`config.mk`:
```
export PLATFORM = sky130hd
export DESIGN_NAME = can_send_command_parser_unit_flat
export DESIGN_NICKNAME = d
export VERILOG_FILES = /design/src/rtl/cscp_pkg.sv /design/src/rtl/cscp_channel_if.sv /design/src/rtl/can_send_command_parser_unit.sv /design/src/flat_wrapper.sv
export VERILOG_INCLUDE_DIRS = /design/src /design/src/rtl
export SDC_FILE = /design/constraint.sdc
export NUM_CORES = 1
export LEC_CHECK = 0
export BUFFER_PORTS_ARGS = -buffer_cell sky130_fd_sc_hd__buf_2
export CORE_MARGIN = 3
export CORE_UTILIZATION = 53
export DETAILED_ROUTE_END_ITERATION = 16
export PLACE_DENSITY = 0.72
export SLEW_MARGIN = 30
export SYNTH_ARGS = -nofsm -noshare
export SYNTH_HDL_FRONTEND = slang
export SYNTH_SLANG_ARGS = --single-unit
```
`constraint.sdc`:
```
create_clock -name clock -period 6.3 [get_ports clock]
set_input_delay 0 -clock clock [delete_from_list [all_inputs] [get_ports clock]]
set_output_delay 0 -clock clock [all_outputs]
set_load 0.01 [all_outputs]
```
`src/rtl/can_send_command_parser_unit_defines.svh`:
```
// Assertion shorthands for the command parser. Every check is sampled on
// the rising edge of clock and is switched off while reset is high.
`ifndef CAN_SEND_COMMAND_PARSER_UNIT_DEFINES_SVH
`define CAN_SEND_COMMAND_PARSER_UNIT_DEFINES_SVH

// The consequent must hold in the same cycle as the antecedent.
`define CSCP_ASSERT_SAME(label, ante, cons, msg) \
   label: assert property (@(posedge clock) disable iff (reset) (ante) |-> (cons)) \
      else $error(msg);

// The consequent must hold in the cycle after the antecedent.
`define CSCP_ASSERT_NEXT(label, ante, cons, msg) \
   label: assert property (@(posedge clock) disable iff (reset) (ante) |=> (cons)) \
      else $error(msg);

`endif

```
`src/rtl/cscp_pkg.sv`:
```
package cscp_pkg;

   // Result status codes.
   localparam logic [2:0] ST_OK       = 3'd0;
   localparam logic [2:0] ST_BAD_CMD  = 3'd1;
   localparam logic [2:0] ST_BAD_LEN  = 3'd2;
   localparam logic [2:0] ST_ID_RANGE = 3'd3;
   localparam logic [2:0] ST_OVERFLOW = 3'd4;

   localparam logic [7:0] CHAR_CR     = 8'd13;
   localparam logic [7:0] CHAR_EQUALS = 8'h3D;
   localparam logic [7:0] CHAR_COMMA  = 8'h2C;

   localparam int unsigned WORD_LEN = 7;
   localparam logic [7:0] CMD_WORD [WORD_LEN] = '{8'h41, 8'h54, 8'h53, 8'h4D,
                                                   8'h43, 8'h41, 8'h4E};

   localparam logic [4:0]  MAX_VALUE_CHARS = 5'd16;
   localparam logic [15:0] MAX_STD_ID      = 16'd2047;
   localparam logic [10:0] HELD_ID_RESET   = 11'h0FF;
   localparam logic [4:0]  HEX_NONE        = 5'd16;

   typedef struct packed {
      logic [7:0] rx_byte;
   } req_payload_type;

   typedef struct packed {
      logic [2:0]  status;
      logic [10:0] can_id;
      logic [63:0] payload;
      logic        payload_updated;
   } rsp_payload_type;

   // Value of a hex digit, or HEX_NONE for any other character.
   function automatic logic [4:0] hex_value(input logic [7:0] c);
      logic [4:0] d;
      if (c inside {[8'h30:8'h39]}) begin
         d = 5'(c - 8'd48);
      end else if (c inside {[8'h41:8'h46]}) begin
         d = 5'(c - 8'd55);
      end else if (c inside {[8'h61:8'h66]}) begin
         d = 5'(c - 8'd87);
      end else begin
         d = HEX_NONE;
      end
      return d;
   endfunction

endpackage

```
`src/rtl/cscp_channel_if.sv`:
```
// Request channel: one received character per beat.
interface cscp_req_if;
   logic                     valid;
   logic                     ready;
   cscp_pkg::req_payload_type payload;

   modport source (output valid, output payload, input ready);
   modport sink   (input valid, input payload, output ready);
endinterface

// Response channel: one parse result per beat.
interface cscp_rsp_if;
   logic                     valid;
   logic                     ready;
   cscp_pkg::rsp_payload_type payload;

   modport source (output valid, output payload, input ready);
   modport sink   (input valid, input payload, output ready);
endinterface

```
`src/rtl/can_send_command_parser_unit.sv`:
```
// Channel   Direction  Beat contents
// --------  ---------  ---------------------------------------------------
// req_if    in         rx_byte: one ASCII character, carriage return ends
// rsp_if    out        status, can_id, payload, payload_updated per line
//
// One character is taken per clock cycle when nothing is stalled. A byte is
// parsed from the input register; a carriage return waits there until the
// response register is free, and the result beat is then posted there.
// Synchronous active-high reset clears the line state, sets the held
// identifier to 0x0FF and the held payload to zero.
// Only a carriage return waits on the response register: while a result is
// unclaimed, ordinary characters keep flowing and a second carriage return
// waits in the input register.
`include "can_send_command_parser_unit_defines.svh"

module can_send_command_parser_unit #(
   parameter int LINE_LIMIT = 30
) (
   input logic        clock,
   input logic        reset,
   cscp_req_if.sink   req_if,
   cscp_rsp_if.source rsp_if
);

   // The line counter saturates at one past the limit, which marks overflow.
   localparam int LEN_W = $clog2(LINE_LIMIT + 2);

   typedef enum logic [1:0] {
      PH_WORD,
      PH_ID,
      PH_VALUE,
      PH_SKIP
   } phase_type;

   // Input register.
   logic        in_valid_ff, in_valid_in;
   logic [7:0]  in_byte_ff, in_byte_in;

   // Per-line parser state.
   phase_type   phase_ff, phase_in;
   logic [2:0]  match_pos_ff, match_pos_in;
   logic        mismatch_ff, mismatch_in;
   logic        id_started_ff, id_started_in;
   logic [15:0] id_accum_ff, id_accum_in;
   logic [63:0] value_ff, value_in;
   logic [4:0]  value_len_ff, value_len_in;
   logic [LEN_W-1:0] line_len_ff, line_len_in;

   // Values held across lines.
   logic [63:0] held_payload_ff, held_payload_in;
   logic [10:0] held_id_ff, held_id_in;

   // Response register.
   logic                      rsp_valid_ff, rsp_valid_in;
   cscp_pkg::rsp_payload_type rsp_data_ff, rsp_data_in;

   logic       is_cr;
   logic       rsp_free;
   logic       take;
   logic [4:0] digit;
   logic [2:0] status;
   logic       updated;

   assign is_cr    = (in_byte_ff == cscp_pkg::CHAR_CR);
   assign rsp_free = !rsp_valid_ff || rsp_if.ready;
   // The held byte is parsed this cycle unless it closes a line and the
   // previous result has not yet been taken.
   assign take     = in_valid_ff && (!is_cr || rsp_free);
   assign digit    = cscp_pkg::hex_value(in_byte_ff);

   assign req_if.ready   = !in_valid_ff || take;
   assign rsp_if.valid   = rsp_valid_ff;
   assign rsp_if.payload = rsp_data_ff;

   always_comb begin
      in_valid_in = in_valid_ff;
      in_byte_in  = in_byte_ff;
      if (req_if.valid && req_if.ready) begin
         in_valid_in = 1'b1;
         in_byte_in  = req_if.payload.rx_byte;
      end else if (take) begin
         in_valid_in = 1'b0;
      end
   end

   always_comb begin
      phase_in        = phase_ff;
      match_pos_in    = match_pos_ff;
      mismatch_in     = mismatch_ff;
      id_started_in   = id_started_ff;
      id_accum_in     = id_accum_ff;
      value_in        = value_ff;
      value_len_in    = value_len_ff;
      line_len_in     = line_len_ff;
      held_payload_in = held_payload_ff;
      held_id_in      = held_id_ff;
      rsp_valid_in    = rsp_valid_ff && !rsp_if.ready;
      rsp_data_in     = rsp_data_ff;
      status          = cscp_pkg::ST_OK;
      updated         = 1'b0;

      if (take && is_cr) begin
         // Close the line: grade it, update the held values, post a result.
         if (line_len_ff > LEN_W'(LINE_LIMIT)) begin
            status = cscp_pkg::ST_OVERFLOW;
         end else if (phase_ff != PH_VALUE || value_len_ff == 5'd0) begin
            status = cscp_pkg::ST_BAD_CMD;
         end else if (value_len_ff > cscp_pkg::MAX_VALUE_CHARS) begin
            status = cscp_pkg::ST_BAD_LEN;
         end else begin
            held_payload_in = value_ff;
            updated         = 1'b1;
            if (id_accum_ff > cscp_pkg::MAX_STD_ID) begin
               status = cscp_pkg::ST_ID_RANGE;
            end else begin
               held_id_in = id_accum_ff[10:0];
               status     = cscp_pkg::ST_OK;
            end
         end
         rsp_valid_in                = 1'b1;
         rsp_data_in.status          = status;
         rsp_data_in.can_id          = held_id_in;
         rsp_data_in.payload         = held_payload_in;
         rsp_data_in.payload_updated = updated;

         phase_in      = PH_WORD;
         match_pos_in  = 3'd0;
         mismatch_in   = 1'b0;
         id_started_in = 1'b0;
         id_accum_in   = 16'd0;
         value_in      = 64'd0;
         value_len_in  = 5'd0;
         line_len_in   = '0;
      end else if (take) begin
         if (line_len_ff <= LEN_W'(LINE_LIMIT)) begin
            line_len_in = line_len_ff + LEN_W'(1);
         end
         case (phase_ff)
            PH_WORD: begin
               if (in_byte_ff == cscp_pkg::CHAR_EQUALS) begin
                  // An equals sign before any word character is skipped.
                  if (match_pos_ff == 3'd0 && !mismatch_ff) begin
                     phase_in = PH_WORD;
                  end else if (!mismatch_ff &&
                               match_pos_ff == 3'(cscp_pkg::WORD_LEN)) begin
                     phase_in = PH_ID;
                  end else begin
                     phase_in = PH_SKIP;
                  end
               end else if (!mismatch_ff &&
                            match_pos_ff < 3'(cscp_pkg::WORD_LEN) &&
                            in_byte_ff == cscp_pkg::CMD_WORD[match_pos_ff]) begin
                  match_pos_in = match_pos_ff + 3'd1;
               end else begin
                  mismatch_in = 1'b1;
               end
            end
            PH_ID: begin
               // Commas ahead of the first id character are skipped.
               if (in_byte_ff == cscp_pkg::CHAR_COMMA) begin
                  if (id_started_ff) begin
                     phase_in = PH_VALUE;
                  end
               end else begin
                  id_started_in = 1'b1;
                  if (digit != cscp_pkg::HEX_NONE) begin
                     id_accum_in = {id_accum_ff[11:0], digit[3:0]};
                  end
               end
            end
            PH_VALUE: begin
               if (value_len_ff <= cscp_pkg::MAX_VALUE_CHARS) begin
                  value_len_in = value_len_ff + 5'd1;
               end
               if (digit != cscp_pkg::HEX_NONE) begin
                  value_in = {value_ff[59:0], digit[3:0]};
               end
            end
            default: begin
               phase_in = phase_ff;
            end
         endcase
      end
   end

   always_ff @(posedge clock) begin
      if (reset) begin
         in_valid_ff     <= 1'b0;
         phase_ff        <= PH_WORD;
         match_pos_ff    <= 3'd0;
         mismatch_ff     <= 1'b0;
         id_started_ff   <= 1'b0;
         id_accum_ff     <= 16'd0;
         value_ff        <= 64'd0;
         value_len_ff    <= 5'd0;
         line_len_ff     <= '0;
         held_payload_ff <= 64'd0;
         held_id_ff      <= cscp_pkg::HELD_ID_RESET;
         rsp_valid_ff    <= 1'b0;
      end else begin
         in_valid_ff     <= in_valid_in;
         phase_ff        <= phase_in;
         match_pos_ff    <= match_pos_in;
         mismatch_ff     <= mismatch_in;
         id_started_ff   <= id_started_in;
         id_accum_ff     <= id_accum_in;
         value_ff        <= value_in;
         value_len_ff    <= value_len_in;
         line_len_ff     <= line_len_in;
         held_payload_ff <= held_payload_in;
         held_id_ff      <= held_id_in;
         rsp_valid_ff    <= rsp_valid_in;
      end
      in_byte_ff  <= in_byte_in;
      rsp_data_ff <= rsp_data_in;
   end

   // A good line always rewrites the payload.
   `CSCP_ASSERT_SAME(a_ok_updates,
      rsp_valid_ff && rsp_data_ff.status == cscp_pkg::ST_OK,
      rsp_data_ff.payload_updated, "status ok without payload update")
   // The payload is rewritten only for a good line or an out-of-range id.
   `CSCP_ASSERT_SAME(a_update_status, rsp_valid_ff && rsp_data_ff.payload_updated,
      rsp_data_ff.status == cscp_pkg::ST_OK || rsp_data_ff.status == cscp_pkg::ST_ID_RANGE,
      "payload update with a failing status")
   // A closed line leaves a clean slate behind it.
   `CSCP_ASSERT_NEXT(a_line_clear, take && is_cr,
      phase_ff == PH_WORD && line_len_ff == '0 && value_len_ff == 5'd0,
      "line state not cleared after carriage return")
   // The line counter never runs past its overflow mark.
   `CSCP_ASSERT_SAME(a_len_cap, 1'b1, line_len_ff <= LEN_W'(LINE_LIMIT + 1),
      "line counter beyond its saturation point")

endmodule
```
`src/flat_wrapper.sv`:
```
// flat-port wrapper written by rule: the top's interface ports become plain ports
module can_send_command_parser_unit_flat 
#(
   parameter int LINE_LIMIT = 30
)
  (clock, reset, req_if_valid, req_if_payload, req_if_ready, rsp_if_valid, rsp_if_payload, rsp_if_ready);
  cscp_req_if req_if_i ();
  cscp_rsp_if rsp_if_i ();
  input logic clock;
  input logic reset;
  input wire logic [$bits(req_if_i.valid)-1:0] req_if_valid;
  input wire logic [$bits(req_if_i.payload)-1:0] req_if_payload;
  output wire logic [$bits(req_if_i.ready)-1:0] req_if_ready;
  output wire logic [$bits(rsp_if_i.valid)-1:0] rsp_if_valid;
  output wire logic [$bits(rsp_if_i.payload)-1:0] rsp_if_payload;
  input wire logic [$bits(rsp_if_i.ready)-1:0] rsp_if_ready;
  assign req_if_i.valid = req_if_valid;
  assign req_if_i.payload = req_if_payload;
  assign req_if_ready = req_if_i.ready;
  assign rsp_if_valid = rsp_if_i.valid;
  assign rsp_if_payload = rsp_if_i.payload;
  assign rsp_if_i.ready = rsp_if_ready;
  can_send_command_parser_unit #(.LINE_LIMIT(LINE_LIMIT)) u_core (.clock(clock), .reset(reset), .req_if(req_if_i), .rsp_if(rsp_if_i));
endmodule
```
==> flow_summary.ini <==
[route]
drtAntennaViolNets = 0
wire_per_inst_um = 14.5
drt_iter0_drc = 403
drt-total-wl_um = 21100
dr.pass1.iters = 4
vias_per_cell = 5.22
vias = 7581
route.detailed.drc = 0

[layout]
fillers = 1621
diodes = 0
layout.nets = 1192
fin_area_um2 = 12200
layout_common_cells = 327 x nand2_1, 174 x dfxtp_1, 110 x nor2_1, 92 x buf_2, 87 x edfxtp_1
syn2layout_area_growth_pct = 14.9
multiInputGateArea_um2 = 4140
drive_above_1_share_pct = 15.3
seqCellArea_um2 = 6100
final_common_cell = nand2_1

[synth]
synth_top_area_share_pct = 32.9
synth_area_um2 = 10600
synth_ff_type = dfxtp_1
synth-seq-cells = 261
syn_nets = 1113
synthSimpleGateAreaFrac_pct = 19.4
synth_edf_count = 87
synth-compound-area-share_pct = 7.96
yosysWarnings = 0
synth_area_leaders = dfxtp_1 33%, edfxtp_1 25%, nand2_1 12%
synth.mux.area_fraction_pct = 9.30
synth_async_sr_flop_share_pct = 0
ys_types = 64
netlist_instances = 1089
synthAdderAreaFrac_pct = 1.51
synth_top_family_by_area = simple AND/OR/NAND/NOR gates
syn_avg_cell_area_um2 = 9.72
yosysTopAreaCell = dfxtp_1
ys_seq_area_share_pct = 57.6
synth-xor-area-share_pct = 0.745

[floorplan]
ios = 93
fp.dieW_um = 147
fp.dieH_um = 147
num_rows = 51
initial_core_util_pct = 54.2
core_area_um2 = 19500
die_area_um2 = 21700

[sta]
fin_setup_tns_ns = 0
fin_crit_ns = 2.97
clock_skew_ns = 0.00750
hold_viol = 0
clock.fmax_mhz = 337
maxSlewHeadroom_pct = 38.5
rsz0062_at_grt = false
min_period_over_period_pct = 47.1
slew_violations = 0
finalSetupViolCount = 0
worst_slew_pin_slew_ns = 0.922

[cts]
cts_tree = built
cts_hold_buf = 11
insertion_delay_ns = 0.52
cts_resized = 0
clk_pin_slew_ns = 0.06
clock-sinks = 261
clockBufferDepth = 3
numCtsBuffers = 26
cts_setup_buffers = 0
cts_root_buf = clkbuf_16
h-tree-depth = 1

[power]
p_leak_nw = 5.26
power.density_nw_per_um2 = 270
ir_drop_mv = 0.238

[worst_hold_path]
hold_path.class = in -> reg

[placed_design]
postPlaceCellArea_um2 = 11200
post-dp-hpwl_um = 12600
gp_congestion = 0.819
io_buffers = 92

[run]
cap_viol_max_count = 0

[status]
outcome = finished, final reports clean

[grt]
grt_pass1_wl_um = 34400
antenna_found_initial = 0
grt_max_degree = 87
grt_use_total_pct = 18.9
grt-ovfl-total = 0
grt_pass1_vias = 6876

[setup_path]
critical_path_arrival_ns = 3.23
critPathMaxFanout = 65
crit_path_end_kind = flop
worstPathRequired_ns = 6.56
critPathLaunchType = flop
path_class = reg -> reg
-- layout make-up --
cell class | instances | share of cell area, %
clock inverters | 8 | 0.298
flip-flops and latches | 261 | 50.1
inverters | 18 | 0.566
clock buffers | 40 | 6.46
well taps | 265 | 2.73
multi-input cells | 746 | 34.1
repair buffers | 115 | 5.76
-- power by group --
part	leakage (nW)	switching [mW]	internal, mW
Combinational	2.51	0.0434	0.0265
Clock	0.408	0.605	0.855
Sequential	2.35	0.0138	1.74
-- state kept, by name, summed over array words and instances, names as in the netlist --
signal and cells:
u_core.in_byte_ff 8, u_core.value_ff 64, u_core.line_len_ff 5, u_core.held_payload_ff 64
u_core.rsp_if.payload 79, u_core.rsp_if.valid 1, u_core.id_accum_ff 16, u_core.phase_ff 2
u_core.held_id_ff 11, u_core.in_valid_ff 1, u_core.match_pos_ff 3, u_core.mismatch_ff 1
u_core.id_started_ff 1, u_core.value_len_ff 5
-- Yosys cell counts (3+ instances only) --
master    count
nand2_1     328
dfxtp_1     174
nor2_1      110
edfxtp_1     87
mux2i_1      86
a21oi_1      80
clkbuf_1     29
inv_1        18
buf_2        17
ha_1         12
mux2_2       11
buf_1        10
nand3_1       8
nor2_2        8
buf_4         7
nor3_1        7
o21ai_0       7
nand4_1       6
o31ai_1       6
xnor2_1       6
nand2b_1      5
or3_1         5
a211oi_1      4
a22oi_1       3
a31oi_1       3
o21a_1        3
o31a_1        3
xor2_1        3
-- metal layers --
metal  vias up  wire length, um  track usage, %
met5         -                0               0
met4         0              448            5.59
met3        29              873            2.90
met2       144             9950            31.0
met1      3587             9780            26.4
li1       3821                -               -
-- metrics by stage --
stage / hold WS (ns) / utilization, % / setup slack [ns] / power (mW) / cells
3_3_place_gp: 0.176 / 57.1 / 3.35 / 1.85 / 1390
2_1_floorplan: 0.0989 / - / 3.20 / 1.83 / 1089
5_1_grt: 0.0258 / 62.3 / 3.06 / 3.39 / 1453
4_1_cts: 0.166 / 62.2 / 3.28 / 3.31 / 1452
3_5_place_dp: 0.178 / 57.4 / 3.28 / 1.85 / 1393
6_report: 0.0218 / 62.3 / 3.33 / 3.28 / 1453
-- worst paths after layout --
| check | from | end | slack [ns] | depth (start not counted) |
|---|---|---|---|---|
| min reg2reg | u_core.value_ff[62]$_SDFFE_PP0P_ | u_core.value_ff[62]$_SDFFE_PP0P_ | 0.47 | 2 |
| max reg2reg | u_core.value_len_ff[0]$_SDFFE_PP0P_ | u_core.rsp_if.payload[71]$_DFFE_PP_ | 3.33 | 9 |
| min | reset | u_core.held_payload_ff[50]$_SDFFE_PP0P_ | 0.02 | 3 |
| max | u_core.value_len_ff[0]$_SDFFE_PP0P_ | u_core.rsp_if.payload[71]$_DFFE_PP_ | 3.33 | 9 |
-- critical path, stage by stage (launching register included) --
cell and delay (ns):
dfxtp_1 0.32, inv_1 0.09, ha_1 0.14, or3b_1 0.42
xor2_1 0.19, nand2_2 0.08, buf_4 0.59, inv_2 0.07
nand2_1 0.40, mux2_2 0.40
-- cells by family (layout without fill, tap and decap cells) --
logic type	Yosys count	count (layout)
xor+xnor	9	9
mux	97	97
compound gates	131	131
buf+inv	82	181
fa+ha+maj	13	13
flops	261	261
simple gates	496	496
Note: power is estimated with default switching activity, not from simulation.
